==> src/nco_pkg.sv <==
// Shared types and constants for the natural coefficient order generator.
`timescale 1ns / 1ps
`default_nettype none

package nco_pkg;

  // Smallest block side is 8, so the low-frequency corner is side / 8.
  localparam logic [2:0] WLOG_MIN = 3'd3;
  localparam logic [2:0] WLOG_CAP = 3'd7;
  localparam logic [2:0] LF_SHIFT = 3'd3;

  localparam int unsigned IN_TDATA_W  = 8;
  localparam int unsigned OUT_TDATA_W = 32;

  // Commands from the controller to the datapath.
  typedef struct packed {
    logic load;          // latch shape, restart if requested
    logic step;          // evaluate one scan candidate
    logic emit_direct;   // load output register from the current step result
    logic capture;       // park the current step result
    logic emit_pending;  // load output register from the parked result
  } cmd_t;

  // Status from the datapath to the controller.
  typedef struct packed {
    logic done;          // current step produced the entry
  } sts_t;

endpackage

`default_nettype wire

==> src/nco_ctrl.sv <==
// Controller state machine: input and output handshakes and step sequencing.
`timescale 1ns / 1ps
`default_nettype none

module nco_ctrl import nco_pkg::*; (
  input  wire logic clk_i,
  input  wire logic rst_ni,
  input  wire logic in_valid_i,
  output logic      in_ready_o,
  output logic      out_valid_o,
  input  wire logic out_ready_i,
  input  sts_t      sts_i,
  output cmd_t      cmd_o
);

  typedef enum logic [1:0] {
    ST_IDLE,
    ST_CALC,
    ST_WAIT
  } state_e;

  state_e state_q, state_d;
  logic   out_valid_q, out_valid_d;
  logic   out_free;

  assign out_free    = !out_valid_q || out_ready_i;
  assign in_ready_o  = (state_q == ST_IDLE);
  assign out_valid_o = out_valid_q;

  always_comb begin
    state_d = state_q;
    cmd_o   = '0;
    unique case (state_q)
      ST_IDLE: begin
        if (in_valid_i) begin
          cmd_o.load = 1'b1;
          state_d    = ST_CALC;
        end
      end
      ST_CALC: begin
        cmd_o.step = 1'b1;
        if (sts_i.done) begin
          if (out_free) begin
            cmd_o.emit_direct = 1'b1;
            state_d           = ST_IDLE;
          end else begin
            cmd_o.capture = 1'b1;
            state_d       = ST_WAIT;
          end
        end
      end
      ST_WAIT: begin
        if (out_free) begin
          cmd_o.emit_pending = 1'b1;
          state_d            = ST_IDLE;
        end
      end
      default: state_d = ST_IDLE;
    endcase
  end

  always_comb begin
    out_valid_d = out_valid_q;
    if (cmd_o.emit_direct || cmd_o.emit_pending) begin
      out_valid_d = 1'b1;
    end else if (out_ready_i) begin
      out_valid_d = 1'b0;
    end
  end

  always_ff @(posedge clk_i or negedge rst_ni) begin
    if (!rst_ni) begin
      state_q     <= ST_IDLE;
      out_valid_q <= 1'b0;
    end else begin
      state_q     <= state_d;
      out_valid_q <= out_valid_d;
    end
  end

endmodule

`default_nettype wire

==> src/nco_dp.sv <==
// Datapath: shape and scan state, one-candidate diagonal walker, result registers.
`timescale 1ns / 1ps
`default_nettype none

module nco_dp import nco_pkg::*; #(
  parameter int unsigned MAX_DIM = 128
) (
  input  wire logic        clk_i,
  input  wire logic        rst_ni,
  input  cmd_t             cmd_i,
  output sts_t             sts_o,
  input  wire logic        start_req_i,
  input  wire logic [2:0]  width_log2_i,
  input  wire logic [2:0]  height_log2_i,
  output logic [6:0]       coord_x_o,
  output logic [6:0]       coord_y_o,
  output logic [13:0]      position_o,
  output logic             last_o
);

  localparam int unsigned FloorLog2 = $clog2(MAX_DIM + 1) - 1;
  localparam logic [2:0]  MaxWLog2  = (FloorLog2 > 7) ? WLOG_CAP : 3'(FloorLog2);

  // Scan state
  logic [2:0]  wl_q, ratio_q;
  logic        in_diag_q, wrap_q;
  logic [8:0]  diag_q;
  logic [7:0]  offs_q;
  logic [14:0] count_q;

  // Load-time shape selection
  logic [2:0]  w_cl, h_cl, w_n, r_n;
  logic [14:0] cnt_n, total_n;
  logic        restart_n;

  always_comb begin
    if (width_log2_i < WLOG_MIN)      w_cl = WLOG_MIN;
    else if (width_log2_i > MaxWLog2) w_cl = MaxWLog2;
    else                              w_cl = width_log2_i;
    if (height_log2_i < WLOG_MIN)     h_cl = WLOG_MIN;
    else if (height_log2_i > w_cl)    h_cl = w_cl;
    else                              h_cl = height_log2_i;
    w_n       = start_req_i ? w_cl : wl_q;
    r_n       = start_req_i ? (w_cl - h_cl) : ratio_q;
    cnt_n     = start_req_i ? '0 : count_q;
    total_n   = 15'(1) << (4'(w_n) + 4'(w_n) - 4'(r_n));
    restart_n = start_req_i || (cnt_n >= total_n);
  end

  // Per-step evaluation on the latched shape
  logic [2:0]  h_l;
  logic [14:0] total, pos_inc, lf_total;
  logic        is_last, lf_end;
  logic [8:0]  bw, lbw, margin, kk, lim, dm1k, cx, cy, mask;
  logic [9:0]  tbw;
  logic        d_wrap, next_diag, in_corner, row_skip;
  logic [6:0]  lf_x, lf_y, walk_y;

  always_comb begin
    h_l      = wl_q - ratio_q;
    total    = 15'(1) << (4'(wl_q) + 4'(h_l));
    pos_inc  = count_q + 15'd1;
    is_last  = (pos_inc == total);
    lbw      = 9'(1) << (wl_q - LF_SHIFT);
    lf_total = 15'(1) << (4'(wl_q - LF_SHIFT) + 4'(h_l - LF_SHIFT));
    lf_end   = (pos_inc >= lf_total);
    lf_x     = 7'(count_q & 15'(lbw - 9'd1));
    lf_y     = 7'(count_q >> (wl_q - LF_SHIFT));

    bw        = 9'(1) << wl_q;
    tbw       = 10'(1) << (4'(wl_q) + 4'd1);
    d_wrap    = ({1'b0, diag_q} >= tbw);
    margin    = (diag_q > bw) ? (diag_q - bw) : 9'd0;
    kk        = ({1'b0, offs_q} < margin) ? margin : {1'b0, offs_q};
    lim       = diag_q - margin;
    next_diag = (kk >= lim);
    dm1k      = diag_q - 9'd1 - kk;
    // Odd diagonals run with x rising, even ones with x falling
    cx        = diag_q[0] ? kk : dm1k;
    cy        = diag_q[0] ? dm1k : kk;
    in_corner = (cx < lbw) && (cy < lbw);
    mask      = (9'(1) << ratio_q) - 9'd1;
    row_skip  = |(cy & mask);
    walk_y    = 7'(cy >> ratio_q);
  end

  logic       done, id_n, wr_n;
  logic [8:0] d_n;
  logic [7:0] k_n;
  logic [6:0] rx, ry;

  always_comb begin
    done = 1'b0;
    rx   = '0;
    ry   = '0;
    d_n  = diag_q;
    k_n  = offs_q;
    id_n = in_diag_q;
    wr_n = wrap_q;
    if (!in_diag_q) begin
      done = 1'b1;
      rx   = lf_x;
      ry   = lf_y;
      if (lf_end) begin
        id_n = 1'b1;
        d_n  = 9'd1;
        k_n  = '0;
      end
    end else if (d_wrap) begin
      d_n = 9'd1;
      k_n = '0;
      if (wrap_q) done = 1'b1;
      else        wr_n = 1'b1;
    end else if (next_diag) begin
      d_n = diag_q + 9'd1;
      k_n = '0;
    end else begin
      k_n = 8'(kk + 9'd1);
      if (!in_corner && !row_skip) begin
        done = 1'b1;
        rx   = 7'(cx);
        ry   = walk_y;
      end
    end
  end

  assign sts_o.done = done;

  always_ff @(posedge clk_i or negedge rst_ni) begin
    if (!rst_ni) begin
      wl_q      <= WLOG_MIN;
      ratio_q   <= '0;
      in_diag_q <= 1'b0;
      wrap_q    <= 1'b0;
      diag_q    <= 9'd1;
      offs_q    <= '0;
      count_q   <= '0;
    end else if (cmd_i.load) begin
      wl_q    <= w_n;
      ratio_q <= r_n;
      wrap_q  <= 1'b0;
      if (restart_n) begin
        in_diag_q <= 1'b0;
        diag_q    <= 9'd1;
        offs_q    <= '0;
        count_q   <= '0;
      end
    end else if (cmd_i.step) begin
      in_diag_q <= id_n;
      wrap_q    <= wr_n;
      diag_q    <= d_n;
      offs_q    <= k_n;
      if (done) begin
        if (is_last) begin
          in_diag_q <= 1'b0;
          diag_q    <= 9'd1;
          offs_q    <= '0;
          count_q   <= '0;
        end else begin
          count_q <= pos_inc;
        end
      end
    end
  end

  // Result payload: parked copy and output register
  logic [6:0]  pend_x_q, pend_y_q;
  logic [13:0] pend_pos_q;
  logic        pend_last_q;

  always_ff @(posedge clk_i) begin
    if (cmd_i.capture) begin
      pend_x_q    <= rx;
      pend_y_q    <= ry;
      pend_pos_q  <= count_q[13:0];
      pend_last_q <= is_last;
    end
    if (cmd_i.emit_direct) begin
      coord_x_o  <= rx;
      coord_y_o  <= ry;
      position_o <= count_q[13:0];
      last_o     <= is_last;
    end else if (cmd_i.emit_pending) begin
      coord_x_o  <= pend_x_q;
      coord_y_o  <= pend_y_q;
      position_o <= pend_pos_q;
      last_o     <= pend_last_q;
    end
  end

endmodule

`default_nettype wire

==> src/natural_coeff_order_gen_unit.sv <==
// Top level of the natural coefficient scan order generator.
// Low-frequency entries are accepted (ST_IDLE) and then evaluated (ST_CALC).
// Diagonal entries also step over every skipped candidate, diagonal end and
// grid wrap; the walker tests one candidate position per cycle.
// Throughput: one item in flight; the next transfer is taken once the result
// sits in the output register.
// Reset (rst_ni, async, low): 8x8 shape, order restarts at entry 0, no output.
`timescale 1ns / 1ps
`default_nettype none

module natural_coeff_order_gen_unit import nco_pkg::*; #(
  parameter int unsigned MAX_DIM = 128
) (
  input  wire logic                   clk_i,
  input  wire logic                   rst_ni,
  // Request stream
  input  wire logic                   s_axis_tvalid,
  output logic                        s_axis_tready,
  input  wire logic [IN_TDATA_W-1:0]  s_axis_tdata,  // [2:0] width_log2, [5:3] height_log2
  input  wire logic                   s_axis_tuser,  // [0] start_req
  // Coordinate stream
  output logic                        m_axis_tvalid,
  input  wire logic                   m_axis_tready,
  output logic [OUT_TDATA_W-1:0]      m_axis_tdata,  // [6:0] coord_x, [13:7] coord_y,
                                                     // [27:14] position
  output logic                        m_axis_tlast   // last
);

  cmd_t        cmd;
  sts_t        sts;
  logic [6:0]  coord_x, coord_y;
  logic [13:0] position;

  // Sequence accept, step and result hand-off
  nco_ctrl u_ctrl (
    .clk_i       (clk_i),
    .rst_ni      (rst_ni),
    .in_valid_i  (s_axis_tvalid),
    .in_ready_o  (s_axis_tready),
    .out_valid_o (m_axis_tvalid),
    .out_ready_i (m_axis_tready),
    .sts_i       (sts),
    .cmd_o       (cmd)
  );

  // Hold shape and scan position, walk diagonals, register results
  nco_dp #(
    .MAX_DIM (MAX_DIM)
  ) u_dp (
    .clk_i         (clk_i),
    .rst_ni        (rst_ni),
    .cmd_i         (cmd),
    .sts_o         (sts),
    .start_req_i   (s_axis_tuser),
    .width_log2_i  (s_axis_tdata[2:0]),
    .height_log2_i (s_axis_tdata[5:3]),
    .coord_x_o     (coord_x),
    .coord_y_o     (coord_y),
    .position_o    (position),
    .last_o        (m_axis_tlast)
  );

  // Pack result fields, pad to whole bytes with zeros
  assign m_axis_tdata = {4'd0, position, coord_y, coord_x};

endmodule

`default_nettype wire
==> config.mk <==
export PLATFORM = sky130hd
export DESIGN_NAME = natural_coeff_order_gen_unit
export DESIGN_NICKNAME = d
export VERILOG_FILES = /design/src/nco_pkg.sv /design/src/nco_ctrl.sv /design/src/nco_dp.sv /design/src/natural_coeff_order_gen_unit.sv
export SDC_FILE = /design/constraint.sdc
export NUM_CORES = 1
export LEC_CHECK = 0
export ABC_AREA = 0
export BUFFER_PORTS_ARGS = -buffer_cell sky130_fd_sc_hd__buf_2
export CAP_MARGIN = 30
export CORE_MARGIN = 5
export CORE_UTILIZATION = 40
export CTS_CLUSTER_SIZE = 12
export DETAILED_ROUTE_END_ITERATION = 8
export GPL_TIMING_DRIVEN = 0
export PLACE_DENSITY = 0.56
export SLEW_MARGIN = 10
export SYNTH_ARGS = -nofsm -noshare
export SYNTH_HDL_FRONTEND = slang
export SYNTH_HIERARCHICAL = 1
export SYNTH_SLANG_ARGS = --single-unit
export TNS_END_PERCENT = 30
==> constraint.sdc <==
create_clock -name clk_i -period 27.4 [get_ports clk_i]
set_input_delay 1.37 -clock clk_i [delete_from_list [all_inputs] [get_ports clk_i]]
set_output_delay 1.37 -clock clk_i [all_outputs]
set_load 0.1 [all_outputs]
Word-level counts from Yosys, hierarchy flattened
Cells that the tools add are included.
{"block": "word_totals", "reg_bits": 101, "word_cells": 166}
{"block": "op_classes", "n_addsub": 19, "order_cmp": 12, "n_eq_ne": 7, "n_shift": 9, "mux": 80, "bitwise": 2, "n_reduce_logical": 20}
{"cell": "two-way mux 9 bit", "n": 13}
{"cell": "two-way mux 15 bit", "n": 6}
{"cell": "two-way mux 7 bit", "n": 12}
{"cell": "two-way mux 8 bit", "n": 9}
{"cell": "<< shifter 1 x 4 -> 15 bit, first input constant", "n": 3}
{"cell": "greater-or-equal comparator 15 bit", "n": 2}
{"cell": "two-way mux 14 bit", "n": 2}
{"cell": "<< shifter 1 x 3 -> 9 bit, first input constant", "n": 3}
{"cell": "subtractor 9 bit", "n": 3}
{"cell": "two-way mux 1 bit", "n": 25}
{"cell": "two-way mux 3 bit", "n": 7}
{"cell": "< comparator 9 bit", "n": 2}
{"cell": "subtractor 9 x 1 -> 9 bit, second input constant", "n": 2}
{"cell": "adder 15 x 1 -> 15 bit, second input constant", "n": 1}
{"cell": "equality test 15 bit", "n": 1}
{"cell": ">> shifter 15 x 3 -> 7 bit", "n": 1}
{"cell": "nonzero test 2 bit", "n": 6}
{"cell": "greater-or-equal comparator 9 x 10 -> 1 bit", "n": 1}
{"cell": "two-way mux 2 bit", "n": 5}
{"cell": "<< shifter 1 x 4 -> 10 bit, first input constant", "n": 1}
{"cell": "adder 9 x 1 -> 9 bit, second input constant", "n": 1}
{"cell": "bitwise AND 9 bit", "n": 1}
{"cell": "greater-or-equal comparator 9 bit", "n": 1}
{"cell": "> comparator 9 bit", "n": 1}
{"cell": "other kinds (27)", "n": 40}

Longest topological paths before layout
{"block": "depth", "ltp_word": 19, "mapped_depth": 48, "mapped_depth_nobuf": 44}

Modules after synthesis
The synthesis kept the hierarchy.
{"module": "nco_dp", "instances": 1, "cells_per_inst": 1236, "area_each_um2": 10719.0, "seq_area_each_um2": 2746.4}
{"module": "nco_ctrl", "instances": 1, "cells_per_inst": 18, "area_each_um2": 156.4, "seq_area_each_um2": 75.1}
{"module": "natural_coeff_order_gen_unit", "instances": 1, "cells_per_inst": 5, "area_each_um2": 33.8, "seq_area_each_um2": 0.0}

Worst setup path after synthesis
No wires, ideal clock.
{"block": "synth_timing", "path_type": "register -> register", "start": "register u_dp.diag_q[0]", "end": "register u_dp.pend_last_q (enable)", "setup_time_ns": 0.415, "arrival_ns": 10.547, "required_time_ns": 26.985, "path_slack_ns": 16.438, "path_stages_with_launch": 43, "synth_period_minus_slack_ns": 10.962, "path_cell_list": "dfstp_2 -> clkbuf_1 -> clkinv_1 -> clkbuf_1 -> clkbuf_1 -> ha_1 -> fa_1 -> and2b_1 -> o21a_1 -> nor3_1 -> nor4_1 -> inv_1 -> ha_1 -> a21oi_1 -> o21ai_0 -> nor3_1 -> a21oi_1 -> and2_1 -> (+7 left out) -> o31ai_1 -> xor2_1 -> a21oi_1 -> inv_1 -> ha_1 -> o21a_1 -> o21a_1 -> nand3_1 -> nand4_1 -> nand3_1 -> a211oi_1 -> o311ai_0 -> a211oi_1 -> nand4_1 -> o311ai_4 -> buf_6 -> nand3b_1 -> nor2_1"}
{"element": "start: declaration", "line_no": "nco_dp.sv:27", "source": "logic [8:0] diag_q;"}
{"element": "start signal: assignment", "line_no": "nco_dp.sv:151", "source": "diag_q <= d_n;"}
{"element": "end signal: assignment", "line_no": "nco_dp.sv:176", "source": "pend_last_q <= is_last;"}
{"element": "end: declaration", "line_no": "nco_dp.sv:169", "source": "logic pend_last_q;"}

==> impl_metrics.tcl <==
set metrics [dict create \
    status "completed" \
    antennaDiodeCount 0 \
    grt_pass1_vias 9400 \
    critPathRequiredTime_ns 27.39 \
    slew_viol_final 0 \
    cap_violations 0 \
    tritoncts.num_buffers 9 \
    synth_top_area_cell "edfxtp_1" \
    clk_pin_slew_worst_paths_ns 0.09 \
    critical_path.slowest_cell "nor4_1" \
    r2r_start "u_dp/diag_q[0]" \
    holdBufCountCts 0 \
    min_path_type "reg2reg" \
    grt_pass1_wl_um 53100 \
    final_layout_size_suffix_gt1_frac 0.1259 \
    ys_warn_count 6 \
    cp_slowest_stage_delay_ns 0.73 \
    overflow 0 \
    yosysUniqueCellTypes 100 \
    core.rowCount 60 \
    drtIter0Drc 901 \
    post_cts_resized 0 \
    rsz0062_at_grt "no" \
    clock_skew_ns 0.01163 \
    crit_start "u_dp/diag_q[0]" \
    vias 10010 \
    cts_tree "done" \
    die_height_um 175.1 \
    die_area_sq_mm 0.03068 \
    post-route-period-util 0.5443 \
    finalSetupViolations 0 \
    cp-start-kind "register" \
    synth_edf_count 58 \
    synth_top_area_frac 0.1597 \
    hold_depth 0 \
    route.detailed.drc 0 \
    yosysSeqAreaShare 0.2586 \
    coreArea_sq_mm 0.02688 \
    crit_top_cell "clkbuf_1" \
    arrival_ns 14.91 \
    crit_path_end_kind "register" \
    drt-total-wl_um 33710 \
    fin_nets 1457 \
    io_pins 48 \
    cts_root_buffer "clkbuf_16" \
    htree_levels 3 \
    timing.fmax_mhz 67.05 \
    syn_area_sq_mm 0.01091 \
    hold_viol 0 \
    fin_tns_setup_ns 0 \
    vias_per_cell 6.005 \
    worstRegToRegCells 45 \
    wire_per_inst_um 20.22 \
    min_from "u_dp/count_q[4]" \
    worstSkewPairLatency_ns 0.36 \
    hpwlAfterDp_um 26590 \
    fillCellCount 2707 \
    crit_fanout 29 \
    clock-sinks 101 \
    synthArstFlopShare 0.4257 \
    antenna_found_initial 1 \
    slew_headroom 0.3304 \
    syn_avg_cell_area_sq_um 8.665 \
    die_w_um 175.1 \
    tightestPinTransition_ns 0.9952 \
    synth-main-ff-cell "edfxtp_1" \
    reg2reg_slack_ns 12.49 \
    grt_max_degree 30 \
    gp_congestion 0.9262 \
    first_pass_iters 6 \
    path_class "reg2reg" \
    start_util 0.4059 \
    area_growth_pct 9.577 \
    ant_nets 0 \
    cts_buffer_depth 2 \
    cts_setup_buffers 0 \
    yosys-top-cells-area "edfxtp_1 16%, ha_1 13%, dfrtp_1 9.2%" \
    portBuffers 40 \
    fin_crit_ns 14.91 \
    syn-instance-count 1259 \
    track_usage 0.2178 \
    ys_seq_elements 101 \
]
## cells by family (layout without fill, tap and decap cells)
family | after synthesis | count (layout) | synth area share
AO/OA/AOI/OAI | 336 | 336 | 0.2234
XOR/XNOR | 55 | 55 | 0.04416
other | 1 | 4 | 0.0003437
multiplexers | 62 | 62 | 0.06836
flip-flops | 101 | 101 | 0.2586
AND/OR/NAND/NOR | 450 | 450 | 0.2094
buffers and inverters | 130 | 194 | 0.04874
adder cells (fa/ha/maj) | 124 | 124 | 0.1469
## routing by layer
| metal | wire length [um] | part of all wire | vias up | track usage |
|---|---|---|---|---|
| met2 | 14600 | 0.43 | 309 | 0.3332 |
| met4 | 651 | 0.019 | 2 | 0.05434 |
| li1 | - | - | 4814 | - |
| met5 | 7 | 0.00021 | - | 0 |
| met1 | 16390 | 0.49 | 4840 | 0.3307 |
| met3 | 2056 | 0.061 | 46 | 0.01947 |
## synth_stat cells, types with 13 or more instances
| cell | instances |
|---|---|
| a31oi_1 | 20 |
| nor2b_1 | 34 |
| nand2_1 | 122 |
| a21o_1 | 20 |
| nand3_1 | 52 |
| dfrtp_1 | 40 |
| and3_1 | 18 |
| clkbuf_1 | 51 |
| nor3_1 | 22 |
| inv_1 | 59 |
| mux2i_1 | 22 |
| nand4_1 | 14 |
| edfxtp_1 | 58 |
| ha_1 | 116 |
| o21a_1 | 20 |
| nor2_1 | 95 |
| a22o_1 | 19 |
| xnor2_1 | 37 |
| nand2b_1 | 19 |
| xor2_1 | 18 |
| o21ai_0 | 60 |
| mux2_2 | 32 |
| and2_1 | 13 |
| a21oi_1 | 58 |
## stage by stage
stage / hold slack, ns / setup slack, ns / util / cell area (sq um) / instances
global route: 0.4564 / 11.64 / 0.4448 / 11950 / 1667
detailed placement: 0.4287 / 12.89 / 0.4319 / 11610 / 1647
CTS: 0.4494 / 12.85 / 0.4435 / 11920 / 1663
finish: 0.4486 / 12.49 / 0.4448 / 11950 / 1667
global placement: 0.4250 / 12.51 / 0.4297 / 11550 / 1643
floorplan: 0.4231 / 16.44 / - / 10920 / 1262
## worst paths after layout
path                                            to
worst min-delay path            u_dp/pend_pos_q[4]
worst max-delay path             u_dp/coord_y_o[3]
worst max register to register   u_dp/coord_y_o[3]
min in group asynchronous           u_dp/offs_q[0]
max in group asynchronous             u_dp/wl_q[1]
worst min register to register  u_dp/pend_pos_q[4]
## registers in the layout, summed over array words and instances, names as in the netlist, 7 cells and up
name             cells
u_dp/coord_y_o       7
u_dp/pend_y_q        7
u_dp/offs_q          8
u_dp/pend_x_q        7
u_dp/position_o     14
u_dp/coord_x_o       7
u_dp/diag_q          9
u_dp/pend_pos_q     14
u_dp/count_q        15
## area by class of cell
| type | instances | area, sq um | area share |
|---|---|---|---|
| multi-input combinational | 1031 | 7575 | 0.6337 |
| sequential | 101 | 2821 | 0.2360 |
| tap | 341 | 426.7 | 0.03569 |
| buffer | 66 | 291.5 | 0.02439 |
| timing repair buffer | 48 | 287.8 | 0.02407 |
| inverter | 64 | 240.2 | 0.02010 |
| clock buffer | 9 | 225.2 | 0.01884 |
| clock inverter | 7 | 86.33 | 0.007222 |
## cell usage in the layout, fill, tap and decap left out, types with 11 or more instances in the layout
cell type | Yosys | final
o211ai_1 | 11 | 11
and2_1 | 13 | 13
a22o_1 | 19 | 19
a21oi_1 | 58 | 58
a31oi_1 | 20 | 20
nor3_1 | 22 | 22
o21a_1 | 20 | 20
buf_2 | 5 | 47
clkbuf_1 | 51 | 51
and3_1 | 18 | 18
o22ai_1 | 12 | 12
nand3_1 | 52 | 52
mux2_2 | 32 | 32
inv_1 | 59 | 59
ha_1 | 116 | 116
nand2_1 | 122 | 122
xor2_1 | 18 | 18
mux2i_1 | 22 | 22
nor2_1 | 95 | 94
edfxtp_1 | 58 | 58
o21ai_0 | 60 | 59
or2_2 | 12 | 12
nand4_1 | 14 | 14
xnor2_1 | 37 | 37
o31ai_1 | 12 | 12
dfrtp_1 | 40 | 40
nor2b_1 | 34 | 34
a21o_1 | 20 | 20
nand2b_1 | 19 | 19
## critical path, delay by kind of cell, from the launching register on
kind	cells	cell delay (ns)
xor gates and xnor gates	1	0.23
AOI/OAI and AO/OA	14	3.77
buffers and inverters	11	3.31
muxes	1	0.56
DFF	1	0.58
and+or+nand+nor	12	3.98
adders and majority gates	6	2.07
Power is left out: the tool's default activity adds up to more than one toggle a clock period on the data nets, which glitch-free logic cannot reach.
